--- src/rtl/iocnt_queue.sv ---
`default_nettype none
// ----------------------------------------------------------------------------
// iocnt_queue
// small first-in first-out queue of fixed-width entries
// ----------------------------------------------------------------------------
module iocnt_queue #(
   parameter int WIDTH = 8,
   parameter int DEPTH = 2
) (
   input  wire logic             clock,
   input  wire logic             reset,
   input  wire logic             push,
   input  wire logic [WIDTH-1:0] push_data,
   output logic                  full,
   input  wire logic             pop,
   output logic [WIDTH-1:0]      pop_data,
   output logic                  empty
);

   localparam int PW = (DEPTH > 1) ? $clog2(DEPTH) : 1;
   localparam int NW = $clog2(DEPTH + 1);
   localparam logic [PW-1:0] LAST_SLOT = PW'(DEPTH - 1);
   localparam logic [NW-1:0] FULL_COUNT = NW'(DEPTH);

   logic [WIDTH-1:0] slots_ff [DEPTH];
   logic [PW-1:0]    wr_ptr_ff, wr_ptr_in;
   logic [PW-1:0]    rd_ptr_ff, rd_ptr_in;
   logic [NW-1:0]    fill_ff, fill_in;
   logic             do_push, do_pop;

   assign full     = (fill_ff == FULL_COUNT);
   assign empty    = (fill_ff == '0);
   assign do_push  = push && !full;
   assign do_pop   = pop && !empty;
   assign pop_data = slots_ff[rd_ptr_ff];

   always_comb begin
      wr_ptr_in = wr_ptr_ff;
      rd_ptr_in = rd_ptr_ff;
      fill_in   = fill_ff;
      if (do_push) begin
         wr_ptr_in = (wr_ptr_ff == LAST_SLOT) ? '0 : wr_ptr_ff + 1'b1;
      end
      if (do_pop) begin
         rd_ptr_in = (rd_ptr_ff == LAST_SLOT) ? '0 : rd_ptr_ff + 1'b1;
      end
      if (do_push && !do_pop) begin
         fill_in = fill_ff + 1'b1;
      end else if (do_pop && !do_push) begin
         fill_in = fill_ff - 1'b1;
      end
   end

   always_ff @(posedge clock) begin
      if (reset) begin
         wr_ptr_ff <= '0;
         rd_ptr_ff <= '0;
         fill_ff   <= '0;
      end else begin
         wr_ptr_ff <= wr_ptr_in;
         rd_ptr_ff <= rd_ptr_in;
         fill_ff   <= fill_in;
      end
   end

   always_ff @(posedge clock) begin
      if (do_push) begin
         slots_ff[wr_ptr_ff] <= push_data;
      end
   end

endmodule
`default_nettype wire

--- config.mk ---
export PLATFORM = sky130hd
export DESIGN_NAME = iocnt_queue
export DESIGN_NICKNAME = d
export VERILOG_FILES = /design/src/rtl/iocnt_queue.sv
export SDC_FILE = /design/constraint.sdc
export NUM_CORES = 1
export LEC_CHECK = 0
export BUFFER_PORTS_ARGS = -buffer_cell sky130_fd_sc_hd__buf_2
export CORE_MARGIN = 5
export CORE_UTILIZATION = 40
export CTS_CLUSTER_DIAMETER = 200
export DETAILED_ROUTE_END_ITERATION = 8
export PLACE_DENSITY_LB_ADDON = 0.05
export SYNTH_ARGS = -nofsm -noshare
export SYNTH_HDL_FRONTEND = slang
export SYNTH_SLANG_ARGS = --single-unit
--- constraint.sdc ---
create_clock -name clock -period 2.95 [get_ports clock]
set_clock_uncertainty 0.15 [all_clocks]
set_input_delay 0.4425 -clock clock [delete_from_list [all_inputs] [get_ports clock]]
set_output_delay 0.4425 -clock clock [all_outputs]
set_load 0.03 [all_outputs]
Yosys cells after proc, flatten, opt, wreduce, memory -nomap -nowiden
Memory sizes are Yosys's and may differ from the RTL's. A register that Yosys moved wholly into a read port is not among the register bits.
Cells that the tools add are included.
Storage, ports and cells
  flip-flop bits (word level): 4
  memory bits (writable): 16
  bits of input ports: 12
  output and inout bits: 10
  logic and storage cells: 27
  memories: 1
Operators by class
  $add $sub $neg: 4
  equality and inequality tests: 1
  muxes and demuxes: 8
  reduce and logical (&&, ||, !) cells: 10
Memory list
  slots_ff: words 2, bits a word 8, read ports 1, clocked after memory_dff 1, write ports 1, RTL line 25  | logic [WIDTH-1:0] slots_ff [DEPTH];
Operators with widths (count)
  1-bit two-way mux: 6
  1-bit logical AND: 4
  1-bit zero test: 4
  2-bit two-way mux: 2
  1-bit adder (second input constant): 2
  2-bit by 1-bit adder with 2-bit output (second input constant): 1
  2-bit == test (second input constant): 1
  2-bit zero test: 1
  2-bit nonzero test: 1
  2-bit by 1-bit subtractor with 2-bit output (second input constant): 1

Longest topological paths before layout
  depth after elaboration: 7
  mapped depth: 6
  depth with buffers taken out: 6

Least setup slack after synthesis
No wires, ideal clock.
  kind: register -> register
  start point: register fill_ff[1]
  end point: register fill_ff[1]
  library setup time: 0.070 ns
  data arrival time: 1.602 ns
  required time: 2.730 ns
  slack: 1.128 ns
  stages on the path, launching flop included: 6
  cell sequence: dfxtp_1 nor2b_2 nor2_1 ha_1 or3_1 a21oi_1
Between the ends
  longest elaborated chain between the ends: 6
  elaborated cells between the ends (all ways): 15
  classes of those cells: add/sub: 2; eq/ne: 1; mux: 2; reduce/logical: 10
RTL lines
  start: declaration: RTL line 28  | logic [NW-1:0] fill_ff, fill_in;
  start signal: assignment: RTL line 62  | fill_ff <= fill_in;
  2-bit == test *: RTL line 31  | assign full = (fill_ff == FULL_COUNT);
  net full: RTL line 14  | output logic full,
  1-bit zero test *: RTL line 33  | assign do_push = push && !full;
  1-bit logical AND *: RTL line 33
  1-bit zero test: RTL line 49  | end else if (do_pop && !do_push) begin
  1-bit logical AND: RTL line 49
  2-bit nonzero test (no source line)
The timed path passes the listed nets; every way through them passes the cells marked *. The select of a mux whose other input is x is not followed.
A chain may end at the register's enable or synchronous reset.

==> summary.log <==
INFO  hold_path      holdPathEnd=slots_ff[1][0]$_DFFE_PP_
INFO  detailed_routing drc_errors=0
INFO  hold_path      min_path_cells=1
INFO  power_and_ir_drop cellLeakagePower=0.378nW
INFO  timing         hold_slack=0.188ns
INFO  clock_tree     htree_levels=1
INFO  timing         setup_slack_after_layout=0.958ns
INFO  global_routing grt_max_degree=12
INFO  flow_run       cap_violations=0
INFO  worst_setup_path r2r_setup_slack=1.21ns
INFO  clock_tree     cts-hold-fix-buffers=0
INFO  final_layout   n_antenna_cell=0
INFO  place          dp_slack=1.19ns
INFO  synthesis      syn_area=793um2
INFO  worst_setup_path critical_path_class=reg2out
INFO  synthesis      synth.top_cells.by_count=edfxtp_1 (16), mux2_2 (8), dfxtp_1 (5), nor2_1 (5)
INFO  synthesis      synthMostInstantiatedCell=edfxtp_1
INFO  worst_setup_path critPathMaxFanout=8
INFO  synthesis      netlist.top_cell.by_area=edfxtp_1
INFO  global_routing grt_first_pass_wirelength=1690um
INFO  timing         timing.final.crit_period=1.99ns
INFO  worst_setup_path arrival=1.40ns
INFO  final_layout   fin_nets=88
INFO  clock_tree     max_clock_buf_depth=2
INFO  detailed_routing detailedRoute.firstIterationViolations=6
INFO  timing         timing.slew.headroom=74.6%
INFO  final_layout   final_layout_size_suffix_gt1_share=44.6%
INFO  place          place_congestion=0.648
INFO  hold_path      min_path_type=in2reg
INFO  timing         max_freq=502MHz
INFO  timing         max_slew.worst_pin.slew=0.381ns
INFO  synthesis      ys_top_cells_by_area=edfxtp_1 (61%), dfxtp_1 (13%), mux2_2 (11%)
INFO  timing         report.final.slew_viol_count=0
INFO  final_layout   multiInputGateArea=200um2
INFO  synthesis      post_synth.cell_area_avg=15.9um2
INFO  synthesis      synth.top_cell.area_share=60.6%
INFO  synthesis      postSynthCellCount=50
INFO  timing         setup_viol_count_final=0
INFO  synthesis      seq_cells_post_synth=21
INFO  clock_tree     clkSinkCount=21
INFO  worst_setup_path number_of_cell_instances_on_the_worst_register_to_register_path=4
INFO  worst_setup_path cp-start-kind=register
INFO  worst_setup_path rr_endpoint=fill_ff[1]$_SDFFE_PP0P_
INFO  floorplan      boundaryPins=22
INFO  power_and_ir_drop power.density_cell_area=892mW/mm2
INFO  place          numPortBuffers=21
INFO  clock_tree     cts_tree=yes
INFO  floorplan      die_height=54.5um
INFO  place          dp_hpwl=841um
INFO  clock_tree     post-cts-setup-buffer-count=0
INFO  final_layout   flow.area_growth_from_synthesis=20.2%
INFO  worst_setup_path critical_path_required=2.36ns
INFO  synthesis      seq_area_frac_synth=73.2%
INFO  floorplan      floorplan.die.width=54.5um
INFO  detailed_routing route.detailed.vias_per_inst=4.49
INFO  synthesis      synth-main-ff-cell=edfxtp_1
INFO  timing         timing.setup.tns=0ns
INFO  timing         min_period_over_period=67.5%
INFO  final_layout   fillers=177
INFO  global_routing grt_antenna_before_repair=0
INFO  floorplan      row_count=16
INFO  synthesis      synthesis.yosys.warnings=0
INFO  floorplan      floorplan.initialDensity=41.3%
INFO  timing         finalHoldViolations=0
INFO  global_routing grt_pass1_vias=406
INFO  run_status     run_status=completed
INFO  timing         rsz0062_at_grt=no
INFO  hold_path      min-delay-start=push_data[0]
INFO  synthesis      ys_types=13
INFO  clock_tree     cts_buffers=3
INFO  detailed_routing vias=453
INFO  clock_tree     cts.reportedPaths.clkPinSlew=0.11ns
INFO  floorplan      core_region_area=0.00192mm2
INFO  power_and_ir_drop irDropWorstVdd=0.000407V
INFO  global_routing grtUsageTotal=8.41%
INFO  synthesis      postSynthNetCount=63
INFO  worst_setup_path worst_setup_path_end_kind=primary output
INFO  clock_tree     clock_latency_late_sink=0.29ns
INFO  detailed_routing aggregate_routed_wire_length=1130um
INFO  clock_tree     cts-root-buf=clkbuf_4
INFO  floorplan      floorplan.die_area=0.00297mm2
INFO  synthesis      synth_async_sr_flop_share=0%
INFO  global_routing grt_total_ovfl=0
INFO  detailed_routing drt_first_pass_iters=2
INFO  worst_setup_path rr_startpoint=fill_ff[0]$_SDFFE_PP0P_
INFO  detailed_routing postRouteAntennaNets=0
INFO  synthesis      synth-edff-count=16
INFO  clock_tree     cts_resized=0
INFO  detailed_routing routedWlPerCell=11.2um
INFO  final_layout   seqCellArea=581um2
## worst max path at each step
stage,startpoint,to,slack [ns],cells after the start
after detailed placement,pop,fill_ff[1]$_SDFFE_PP0P_,1.19,5
after CTS,register,pop_data[4],0.92,2
after floorplan,fill_ff[1]$_SDFFE_PP0P_,fill_ff[1]$_SDFFE_PP0P_,1.13,5
after global placement,pop,fill_ff[1]$_SDFFE_PP0P_,1.22,5
final,register,pop_data[4],0.96,2
after global routing,register,pop_data[4],0.89,2
## logic make-up after synthesis
kind of cell / Yosys count / synth area share [%]
xor gates and xnor gates: 3 / 3.31
adders and majority gates: 1 / 1.58
buffers and inverters: 3 / 1.58
DFF: 21 / 73.2
AOI/OAI and AO/OA: 5 / 3.15
muxes: 8 / 11.4
and+or+nand+nor: 9 / 5.84
## area by class of cell
| type | count | share of cell area [%] |
|---|---|---|
| repair buffers | 21 | 11.0 |
| multi-input cells | 26 | 21.0 |
| inverters | 2 | 0.787 |
| flip-flops and latches | 21 | 60.9 |
| well taps | 27 | 3.54 |
| clock buffers | 4 | 2.76 |
## placed cells by master, fill, tap and decap left out
master | netlist | routed
mux2_2 | 8 | 8
xor2_1 | 3 | 3
or3_1 | 2 | 2
clkbuf_4 | 0 | 3
edfxtp_1 | 16 | 16
dfxtp_1 | 5 | 5
nor2_1 | 5 | 5
clkbuf_1 | 0 | 1
nor2b_2 | 1 | 1
o21ai_0 | 3 | 3
buf_2 | 1 | 21
and2_1 | 1 | 1
inv_1 | 2 | 2
ha_1 | 1 | 1
a21oi_1 | 2 | 2
## registers in the layout, indices dropped and copies added (netlist names), named ones only
| name | cells |
|---|---|
| fill_ff | 2 |
| rd_ptr_ff | 1 |
| wr_ptr_ff | 1 |
| slots_ff | 16 |
## where the power goes
group	internal [mW]	switching (mW)	leakage, nW
registers	0.377	0.0397	0.191
clock network	0.0525	0.0752	0.0150
logic	0.117	0.189	0.172
## metrics by stage
step                      total power [mW]  instance area (um2)  std cells  util (%)
after floorplan                      0.655                  793         50         -
after global placement               0.732                  927         97      48.2
after detailed placement             0.734                  927         97      48.2
after CTS                            0.864                  953        101      49.6
after global routing                 0.904                  953        101      49.6
final                                0.850                  953        101      49.6
## layer usage
| metal | wire [um] | vias up | share of wire, % | global-route usage, % |
|---|---|---|---|---|
| met1 | 514 | 211 | 45 | 9.69 |
| met3 | 75 | 0 | 6.6 | 4.09 |
| met2 | 544 | 12 | 48 | 13.7 |
| li1 | - | 230 | - | - |
| met4 | 0 | 0 | 0 | 2.49 |
| met5 | 0 | - | 0 | 0 |
## worst max-delay path, stage by stage (launching register included)
cell	delay (ns)
dfxtp_1	0.55
mux2_2	0.38
buf_2	0.18
Note: power is estimated with default switching activity, not from simulation.
