## config.mk

```make
export PLATFORM = sky130hd
export DESIGN_NAME = iocnt_front
export DESIGN_NICKNAME = d
export VERILOG_FILES = /design/src/rtl/iocnt_pkg.sv /design/src/rtl/iocnt_queue.sv /design/src/rtl/iocnt_front.sv
export SDC_FILE = /design/constraint.sdc
export NUM_CORES = 1
export LEC_CHECK = 0
export BUFFER_PORTS_ARGS = -buffer_cell sky130_fd_sc_hd__buf_2
export CORE_ASPECT_RATIO = 2
export CORE_MARGIN = 8
export CORE_UTILIZATION = 38
export CTS_CLUSTER_SIZE = 24
export DETAILED_ROUTE_END_ITERATION = 16
export HOLD_SLACK_MARGIN = 0.05
export PLACE_DENSITY_LB_ADDON = 0.15
export SLEW_MARGIN = 20
export SYNTH_ARGS = -nofsm -noshare
export SYNTH_HDL_FRONTEND = slang
export SYNTH_SLANG_ARGS = --single-unit
```

## constraint.sdc

```tcl
create_clock -name clock -period 4 [get_ports clock]
set_clock_uncertainty 0.15 [all_clocks]
set_input_delay 0.4 -clock clock [delete_from_list [all_inputs] [get_ports clock]]
set_output_delay 0.4 -clock clock [all_outputs]
set_load 0.02 [all_outputs]
```

## src/rtl/iocnt_pkg.sv

```systemverilog
`default_nettype none
// ----------------------------------------------------------------------------
// iocnt_pkg
// shared types and constants of the interval overlap counter
// ----------------------------------------------------------------------------
package iocnt_pkg;

   localparam int CMD_WIDTH   = 2;
   localparam int TIME_WIDTH  = 32;
   localparam int END_WIDTH   = TIME_WIDTH + 1;
   localparam int COUNT_WIDTH = 11;

   typedef enum logic [CMD_WIDTH-1:0] {
      CMD_CLEAR = 2'd0,
      CMD_LOAD  = 2'd1,
      CMD_QUERY = 2'd2
   } cmd_type;

   // command code with no meaning, dropped at the front
   localparam logic [CMD_WIDTH-1:0] CMD_CODE_UNUSED = 2'd3;

   typedef enum logic {
      ST_IDLE,
      ST_SCAN
   } state_type;

   typedef struct packed {
      cmd_type               kind;
      logic [TIME_WIDTH-1:0] time_start;
      logic [END_WIDTH-1:0]  time_end;
   } cmd_item_type;

   typedef struct packed {
      logic [COUNT_WIDTH-1:0] overlap_count;
      logic                   overflow_seen;
   } rsp_item_type;

endpackage
`default_nettype wire

```

## src/rtl/iocnt_queue.sv

```systemverilog
`default_nettype none
// ----------------------------------------------------------------------------
// iocnt_queue
// small first-in first-out queue of fixed-width entries
// ----------------------------------------------------------------------------
module iocnt_queue #(
   parameter int WIDTH = 8,
   parameter int DEPTH = 2
) (
   input  wire logic             clock,
   input  wire logic             reset,
   input  wire logic             push,
   input  wire logic [WIDTH-1:0] push_data,
   output logic                  full,
   input  wire logic             pop,
   output logic [WIDTH-1:0]      pop_data,
   output logic                  empty
);

   localparam int PW = (DEPTH > 1) ? $clog2(DEPTH) : 1;
   localparam int NW = $clog2(DEPTH + 1);
   localparam logic [PW-1:0] LAST_SLOT = PW'(DEPTH - 1);
   localparam logic [NW-1:0] FULL_COUNT = NW'(DEPTH);

   logic [WIDTH-1:0] slots_ff [DEPTH];
   logic [PW-1:0]    wr_ptr_ff, wr_ptr_in;
   logic [PW-1:0]    rd_ptr_ff, rd_ptr_in;
   logic [NW-1:0]    fill_ff, fill_in;
   logic             do_push, do_pop;

   assign full     = (fill_ff == FULL_COUNT);
   assign empty    = (fill_ff == '0);
   assign do_push  = push && !full;
   assign do_pop   = pop && !empty;
   assign pop_data = slots_ff[rd_ptr_ff];

   always_comb begin
      wr_ptr_in = wr_ptr_ff;
      rd_ptr_in = rd_ptr_ff;
      fill_in   = fill_ff;
      if (do_push) begin
         wr_ptr_in = (wr_ptr_ff == LAST_SLOT) ? '0 : wr_ptr_ff + 1'b1;
      end
      if (do_pop) begin
         rd_ptr_in = (rd_ptr_ff == LAST_SLOT) ? '0 : rd_ptr_ff + 1'b1;
      end
      if (do_push && !do_pop) begin
         fill_in = fill_ff + 1'b1;
      end else if (do_pop && !do_push) begin
         fill_in = fill_ff - 1'b1;
      end
   end

   always_ff @(posedge clock) begin
      if (reset) begin
         wr_ptr_ff <= '0;
         rd_ptr_ff <= '0;
         fill_ff   <= '0;
      end else begin
         wr_ptr_ff <= wr_ptr_in;
         rd_ptr_ff <= rd_ptr_in;
         fill_ff   <= fill_in;
      end
   end

   always_ff @(posedge clock) begin
      if (do_push) begin
         slots_ff[wr_ptr_ff] <= push_data;
      end
   end

endmodule
`default_nettype wire

```

## src/rtl/iocnt_front.sv

```systemverilog
`default_nettype none
// ----------------------------------------------------------------------------
// iocnt_front
// accepts request transfers, drops unused codes, forms the interval end
// and queues commands for the back end
// ----------------------------------------------------------------------------
module iocnt_front #(
   parameter int QUEUE_DEPTH = 4
) (
   input  wire logic                                clock,
   input  wire logic                                reset,
   input  wire logic                                req_push,
   output logic                                     req_full,
   input  wire logic [iocnt_pkg::CMD_WIDTH-1:0]     req_cmd,
   input  wire logic [iocnt_pkg::TIME_WIDTH-1:0]    req_time_start,
   input  wire logic [iocnt_pkg::TIME_WIDTH-1:0]    req_time_length,
   output iocnt_pkg::cmd_item_type                  cmd_item,
   output logic                                     cmd_valid,
   input  wire logic                                cmd_pop
);

   iocnt_pkg::cmd_item_type new_item;
   logic                    queue_push;
   logic                    queue_empty;

   always_comb begin
      new_item.kind       = iocnt_pkg::cmd_type'(req_cmd);
      new_item.time_start = req_time_start;
      new_item.time_end   = {1'b0, req_time_start} + {1'b0, req_time_length};
   end

   assign queue_push = req_push && (req_cmd != iocnt_pkg::CMD_CODE_UNUSED);
   assign cmd_valid  = !queue_empty;

   iocnt_queue #(
      .WIDTH ($bits(iocnt_pkg::cmd_item_type)),
      .DEPTH (QUEUE_DEPTH)
   ) u_cmd_queue (
      .clock     (clock),
      .reset     (reset),
      .push      (queue_push),
      .push_data (new_item),
      .full      (req_full),
      .pop       (cmd_pop),
      .pop_data  (cmd_item),
      .empty     (queue_empty)
   );

endmodule
`default_nettype wire

```

After elaboration in Yosys (flattened, before gate mapping)
Memories as Yosys holds them, arrays and structs flattened. A register that Yosys moved wholly into a read port is not among the register bits.
Cells that the tools add are included.
{"block": "word_totals", "reg_bits": 7, "ramBits": 268, "inputBits": 70, "output_inout_bits": 69, "elab_cells": 32, "n_memories": 1}
{"memory": "u_cmd_queue.slots_ff", "words": 4, "word_bits": 67, "rd": 1, "rd_clocked_by_memory_dff": 1, "wr": 1, "line": "iocnt_queue.sv:25", "source": "logic [WIDTH-1:0] slots_ff [DEPTH];"}
{"block": "op_classes", "addsub": 5, "eq_ne": 4, "mux": 8, "n_reduce_logical": 11}
{"cell": "adder 32 x 32 -> 33 bit", "n": 1}
{"cell": "two-way mux 2 bit", "n": 4}
{"cell": "two-way mux 3 bit", "n": 2}
{"cell": "logical AND 1 bit", "n": 5}
{"cell": "adder 2 x 1 -> 2 bit, second input constant", "n": 2}
{"cell": "equality test 2 bit, second input constant", "n": 2}
{"cell": "zero test 1 bit", "n": 4}
{"cell": "adder 3 x 1 -> 3 bit, second input constant", "n": 1}
{"cell": "equality test 3 bit, second input constant", "n": 1}
{"cell": "zero test 3 bit", "n": 1}
{"cell": "subtractor 3 x 1 -> 3 bit, second input constant", "n": 1}
{"cell": "two-way mux 1 bit", "n": 2}
{"cell": "inequality test 2 bit, second input constant", "n": 1}
{"cell": "nonzero test 2 bit", "n": 1}

Longest topological paths before layout
Gate-level depths: netlist of run 1.
{"block": "depth", "depth_word": 7, "ltp_mapped": 10, "ltp_nobuf": 10}

Hierarchy
From an unflattened synthesis of run 1, not the netlist that was laid out.
{"block": "unflattened", "cells_unflattened": 676, "area_unflattened_um2": 12085.3}
{"mod": "iocnt_queue", "instances": 1, "cells_per_inst": 400, "area_each_um2": 10172.3, "seq_area_each_um2": 8227.9}
{"mod": "iocnt_front", "instances": 1, "cells_per_inst": 276, "area_each_um2": 1913.1, "seq_area_each_um2": 0.0}

Worst setup path before layout of run 1
OpenSTA, ideal clock, no wires.
{"block": "synth_timing", "path_type": "register to register", "start": "register u_cmd_queue.fill_ff[0]", "end": "memory u_cmd_queue.slots_ff[0][0] (netlist name), enable pin", "setup_time_ns": 0.432, "t_arrival_ns": 2.492, "required_time_ns": 3.418, "setup_slack_ns": 0.926, "path_stages_with_launch": 4, "path_buffers": 0, "period_less_slack_ns": 3.074, "cell_sequence": "dfxtp_1 nor3b_1 nor2_1 and2_1"}
{"block": "synth_between", "elab_chain_len": 5}
{"element": "from (decl)", "line": "iocnt_queue.sv:28", "source": "logic [NW-1:0] fill_ff, fill_in;"}
{"element": "from (signal assigned)", "line": "iocnt_queue.sv:62", "source": "fill_ff <= fill_in;"}
{"element": "equality test 3 bit", "line": "iocnt_queue.sv:31", "source": "assign full = (fill_ff == FULL_COUNT);"}
{"element": "named net req_full", "line": "iocnt_front.sv:13", "source": "output logic req_full,"}
{"element": "zero test 1 bit", "line": "iocnt_queue.sv:33", "source": "assign do_push = push && !full;"}
{"element": "logical AND 1 bit", "line": "iocnt_queue.sv:33"}
{"element": "named net u_cmd_queue.do_push", "line": "iocnt_queue.sv:29", "source": "logic do_push, do_pop;"}
{"element": "two-way mux 1 bit", "line": "iocnt_queue.sv:67", "source": "if (do_push) begin"}
{"element": "two-way mux 1 bit (not written as such)", "line": "iocnt_queue.sv:68", "source": "slots_ff[wr_ptr_ff] <= push_data;"}
{"element": "to (decl)", "line": "iocnt_queue.sv:25"}
The timed path passes the listed nets, and every way through them passes these cells.

==> results of run 1 <==
[timing repair]
| item | in CTS | in global routing |
|---|---|---|
| resized for setup | 0 | 0 |
| setup endpoints to repair | 0 | 0 |
| hold endpoints to repair | 145 | 0 |
| hold buffers | 36 | 0 |
[synthesized netlist by cell type, types with 2 or more instances]
library cell    n
a21o_1         16
fa_1            2
edfxtp_1      268
nor2_1         20
a41oi_1         2
and2_1          6
o211ai_1        2
nand4_1         6
mux2i_1         3
nand2_1        24
mux4_2         67
a21oi_1        37
dfxtp_1         9
ha_1           38
and3_1          2
nor2b_1         2
nand3_1         8
xnor2_1        17
nor3b_1         2
buf_1           5
inv_1          10
or3_1           2
nor3_1          6
o31a_1          3
o21ai_0        12
a31oi_1         2
o31ai_1         2
xor2_1         13
o21ai_1         7
a21boi_1        2
o21bai_1        4
buf_2           3
clkbuf_1       13
[state kept, by name, indices dropped and copies added (netlist names), named ones only]
| name | flops |
|---|---|
| u_cmd_queue.rd_ptr_ff | 2 |
| u_cmd_queue.wr_ptr_ff | 2 |
| u_cmd_queue.fill_ff | 3 |
| u_cmd_queue.slots_ff | 268 |
[where the power goes]
group | switching [mW] | internal, mW | total (mW)
combinational | 1.11 | 0.813 | 1.93
clock | 1.06 | 1.49 | 2.55
sequential | 0.146 | 3.50 | 3.65
total | 2.32 | 5.81 | 8.13
[metrics by stage]
step,std cells,area [um2],util [%],setup WS [ps]
6_report,1217,14180,46.31,631.9
5_1_grt,1217,14180,46.31,527.7
4_1_cts,1215,14180,46.29,643.0
3_5_place_dp,1131,12930,42.23,623.0
3_3_place_gp,1131,12930,42.23,712.6
2_1_floorplan,633,11730,-,925.8
[routing by layer]
layer	global-route usage (%)	share of wire [%]	wire length (um)	vias up
met2	25.88	51	13930	165
li1	-	-	-	2972
met1	17.58	41	11060	3308
met3	3.117	5.2	1423	43
met5	0	0	0	-
met4	5.490	2.9	794	0
[worst min-delay path by stage]
stage	startpoint	end	slack [ps]
floorplan	u_cmd_queue.rd_ptr_ff[1]	flop	300
CTS	req_time_length[0]	u_cmd_queue.slots_ff[1][0]	80
global placement	u_cmd_queue.rd_ptr_ff[1]	flop	310
detailed placement	u_cmd_queue.rd_ptr_ff[1]	flop	320
finish	req_time_length[0]	u_cmd_queue.slots_ff[1][0]	110
global route	req_time_length[0]	u_cmd_queue.slots_ff[1][0]	130
[worst max-delay path: stages]
cell and delay [ps]:
dlygate4sd3_1 520, buf_2 130, ha_1 210, fa_1 240
a21oi_1 110, o22ai_1 320, o211ai_2 160, a21boi_4 260
a21boi_2 130, or4_4 550, or2_0 220, a21oi_1 290
[cells by family (layout without fill, tap and decap cells)]
logic type | after synthesis | count (layout) | share of synthesized area, %
simple gates | 84 | 84 | 3.479
fa+ha+maj | 40 | 40 | 4.397
mux | 70 | 70 | 13.13
compound gates | 101 | 101 | 5.560
flops | 277 | 277 | 70.17
buf+inv | 31 | 241 | 1.024
xor+xnor | 30 | 30 | 2.241
other cells | 0 | 2 | 0
[cell type report]
cell class	instances	area, um2	share of cell area, %
antenna	2	5.005	0.03529
clock buffer	30	686.9	4.843
clock inverter	18	197.7	1.394
inverter	10	37.54	0.2646
multi-input combinational	325	3387	23.88
sequential	277	8235	58.06
tap	372	465.4	3.282
timing repair buffer	183	1169	8.239
==> results.tsv, run 1 <==
metric	value	unit
Peak Freq	0.2969	GHz
Initial Utilization	38.28	%
H-Tree Depth	1	
total core area	0.03063	mm2
drt pass-1 iters	4	
wire per inst	22.36	um
post-detail-place hpwl	18400	um
WHS	113.1	ps
clock root cell	clkbuf_16	
depth of the worst hold-timing path	2	
Global Route Usage Sum	14.82	%
clock insertion delay at the later pin of the skew report	530	ps
leakage power	4.971	nW
Die ar.	0.03707	mm2
Num CTS Buffers	26	
Final Max Slew Viols	0	
r2r endpoint	u_cmd_queue.fill_ff[2]	
post-CTS setup buffers	0	
post-synth top area share	68.64	%
Clk pin slew, worst setup/hold paths	60	ps
DRT antenna net count	0	
Port Buffers	138	
register area share after synthesis	70.17	%
synthesized area per cell	18.52	um2
CP Max Fanout	5	
die width	140.2	um
most common cell after layout, fill and taps aside	edfxtp_1	
Peak supply drop	0.4960	mV
Hold Vio Cnt, Final	0	
Tot Pwr	8.129	mW
Nets	933	
vias per cell	5.331	
Power Density	573.1	mW/mm2
yosys warns	0	
Syn Nets	743	
P&R area growth vs syn	20.97	%
Worst Reg-to-Reg Cells	8	
Setup TNS Final	0	ps
critical path data arrival time	3550	ps
Synth area leader	edfxtp_1	
Synth area leaders	edfxtp_1 (69%), mux4_2 (13%), ha_1 (4.1%)	
Req. time, crit path	4180	ps
Final setup viols	0	
CTS sink count	277	
Overflow after GRT	0	
Tightest Hold Check Type	in -> reg	
first-pass GRT wire length	41990	um
die height	264.4	um
IO Pins	139	
CP endpoint kind	flop	
post-route minimum period	3368	ps
Setup crit start	req_time_start[0]	
critical path class	in -> reg	
Post-synth EDFFs	268	
FF+latch count, synth	277	
Synth Cell Area	0.01172	mm2
worst reg2reg startpoint	u_cmd_queue.fill_ff[1]	
Routed WL	27210	um
Clock Tree Buf Depth	3	
top_reg_cell synth	edfxtp_1	
initial DRC count	379	
drt drc	0	
Max Cap Viol	0	
slew margin rel.	54.91	%
status	finished, final reports clean	
Setup crit end	u_cmd_queue.slots_ff[0][32]	
Cells after Synth	633	
Synth cell types	51	
share of cells above drive strength 1	31.44	%
share of flip-flops with an asynchronous set or reset	0	%
Layout fillers	2656	
Least-Margin Pin Slew	676.4	ps
most frequent cells in the layout	edfxtp_1 (268), buf_2 (138), mux4_2 (67)	
via count	6488	
initial antenna violation count	2	
GPL Wtd Cong	0.8281	
RSZ-0062 raised after global routing	no	
Final period util	84.20	%
Worst Setup Start Kind	input pin	
# rows	91	
r2r setup slk	1460	ps
CTS tree	built	
vias in the first global route	7199	
pin count of the biggest net entering global routing	41	
No activity file was read; power rests on OpenSTA's default activity.
==> run 2, diff against run 1 <==
==> constraint.sdc (replaced) <==
create_clock -name clock -period 2.8 [get_ports clock]
set_clock_uncertainty 0.15 [all_clocks]
set_input_delay 0.28 -clock clock [delete_from_list [all_inputs] [get_ports clock]]
set_output_delay 0.28 -clock clock [all_outputs]
set_load 0.02 [all_outputs]
==> run 2 against run 1 <==
Against the previous run:
- count of clock-buffer cells in the layout increased by 3
- sequential share of layout area decreased by 2.1 points
- total power increased by 42%
- sequential power increased by 42%
- first-iteration DRC count decreased by 7.9%
- highest routed layer is now met5
==> results.tsv, run 2 (synthesized netlist as in run 1, its figures left out) <==
metric	value	unit
Worst Setup Start Kind	input pin	
slew margin rel.	68.42	%
Hold Path Sink	u_cmd_queue.slots_ff[3][31]	
max FFs per register	268	
Port Buffers	138	
Final period util	95.74	%
RSZ-0062 raised after global routing	no	
CP endpoint kind	flop	
Power Density	784.2	mW/mm2
H-Tree Depth	1	
most common cell after layout, fill and taps aside	edfxtp_1	
Routed WL	27360	um
die width	140.2	um
min-delay src	req_time_length[31]	
critical path class	in -> reg	
Final setup viols	0	
depth of the worst hold-timing path	3	
share of cells above drive strength 1	36.90	%
largest stage delay on the critical path	550	ps
post-route minimum period	2681	ps
Req. time, crit path	2910	ps
Num CTS Buffers	24	
drt drc	0	
Peak Freq	0.3730	GHz
Least-Margin Pin Slew	469.7	ps
Overflow after GRT	0	
DRT antenna net count	0	
status	finished, final reports clean	
CTS sink count	277	
Tightest Hold Check Type	in -> reg	
most frequent cells in the layout	edfxtp_1 (268), buf_2 (138), mux4_2 (67)	
Top Registers	u_cmd_queue.slots_ff x268, u_cmd_queue.fill_ff x3	
Nets	989	
Largest Register	u_cmd_queue.slots_ff	
GPL Wtd Cong	0.8913	
drt pass-1 iters	6	
WHS	153.5	ps
Max Cap Viol	0	
die height	264.4	um
vias in the first global route	7183	
CTS tree	built	
# rows	91	
utilization after layout	48.02	%
clock root cell	clkbuf_16	
worst path cell trace	dlygate4sd3_1 -> buf_2 -> ha_2 -> nand2_1 -> o21a_1 -> a21boi_2 -> or4_4 -> o311a_1	
via count	6616	
first-pass GRT wire length	42370	um
initial antenna violation count	2	
clock insertion delay at the later pin of the skew report	530	ps
Layout fillers	2593	
wire per inst	21.54	um
Die ar.	0.03707	mm2
Final Max Slew Viols	0	
post-detail-place hpwl	19010	um
Worst Reg-to-Reg Cells	8	
Peak supply drop	0.5112	mV
Setup WS pre-CTS	-371.4	ps
initial DRC count	349	
WP buf/inv	2	
Clock Tree Buf Depth	3	
r2r endpoint	u_cmd_queue.fill_ff[2]	
Hold Vio Cnt, Final	0	
critical path data arrival time	2790	ps
Initial Utilization	38.28	%
CP Max Fanout	6	
Clk pin slew, worst setup/hold paths	60	ps
slowest cell on the critical path	dlygate4sd3_1	
r2r setup slk	380	ps
pin count of the biggest net entering global routing	31	
worst reg2reg startpoint	u_cmd_queue.fill_ff[1]	
leakage power	5.251	nW
Global Route Usage Sum	14.86	%
P&R area growth vs syn	25.45	%
vias per cell	5.209	
setup slack after layout	119.2	ps
total core area	0.03063	mm2
kind of cell adding the most delay to the critical path	buffers and inverters	
IO Pins	139	
Tot Pwr	11.53	mW
Setup TNS Final	0	ps
-- run 2: cell count changes in the layout (fill, tap and decap cells not counted), sizes merged --
cell / change
buf: +56
bufinv: -2
clkbuf: +3
clkinv: -5
diode: -1
dlygate4sd3: +2
-- run 2: stage by stage --
| step | area, um2 | std cells |
|---|---|---|
| after floorplan | 11730 | 633 |
| after global placement | 13450 | 1187 |
| after detailed placement | 13450 | 1187 |
| after CTS | 14640 | 1269 |
| after global routing | 14710 | 1270 |
| final | 14710 | 1270 |
-- run 2: worst max path at each step --
stage | startpoint | to | cells after the start
final | req_time_start[14] | u_cmd_queue.slots_ff[1][28] | 8
after global routing | req_time_start[18] | u_cmd_queue.slots_ff[0][22] | 9
after CTS | req_time_start[13] | u_cmd_queue.slots_ff[3][32] | 9
after detailed placement | req_time_start[0] | u_cmd_queue.slots_ff[0][32] | 11
after global placement | req_time_start[0] | u_cmd_queue.slots_ff[0][32] | 11
after floorplan | req_time_start[0] | u_cmd_queue.slots_ff[0][28] | 9
-- run 2: final cells by class --
class	count	area [um2]	area share, %
Antenna cell	1	2.502	0.01701
Clock buffer	33	696.9	4.738
Clock inverter	11	103.9	0.7060
Inverter	10	37.54	0.2552
Multi-Input combinational cell	325	3458	23.51
Sequential cell	277	8235	55.99
Tap cell	372	465.4	3.164
Timing Repair Buffer	241	1709	11.62
-- run 2: routing by layer --
| metal | global-route usage [%] | up-vias | routed length (um) |
|---|---|---|---|
| li1 | - | 3074 | - |
| met1 | 17.60 | 3345 | 11020 |
| met2 | 26.30 | 159 | 14170 |
| met3 | 3.063 | 36 | 1500 |
| met4 | 4.959 | 2 | 666 |
| met5 | 0 | - | 8 |
-- run 2: power breakdown --
group	leakage (nW)	internal (mW)	total, mW	switching [mW]
registers	2.52	5.00	5.17	0.167
clock network	0.395	1.93	3.37	1.44
logic	2.34	1.32	3.00	1.68
-- run 2: what timing repair did --
action | in CTS | in global routing
hold endpoints to repair | 153 | 0
buffers inserted | 0 | 0
setup endpoints to repair | 0 | 36
resized for setup | 0 | 15
hold buffers | 38 | 0
-- run 2: worst min-delay path, cell delays in order --
cell and delay, ps:
buf_2 90, ha_1 180, xor2_2 100
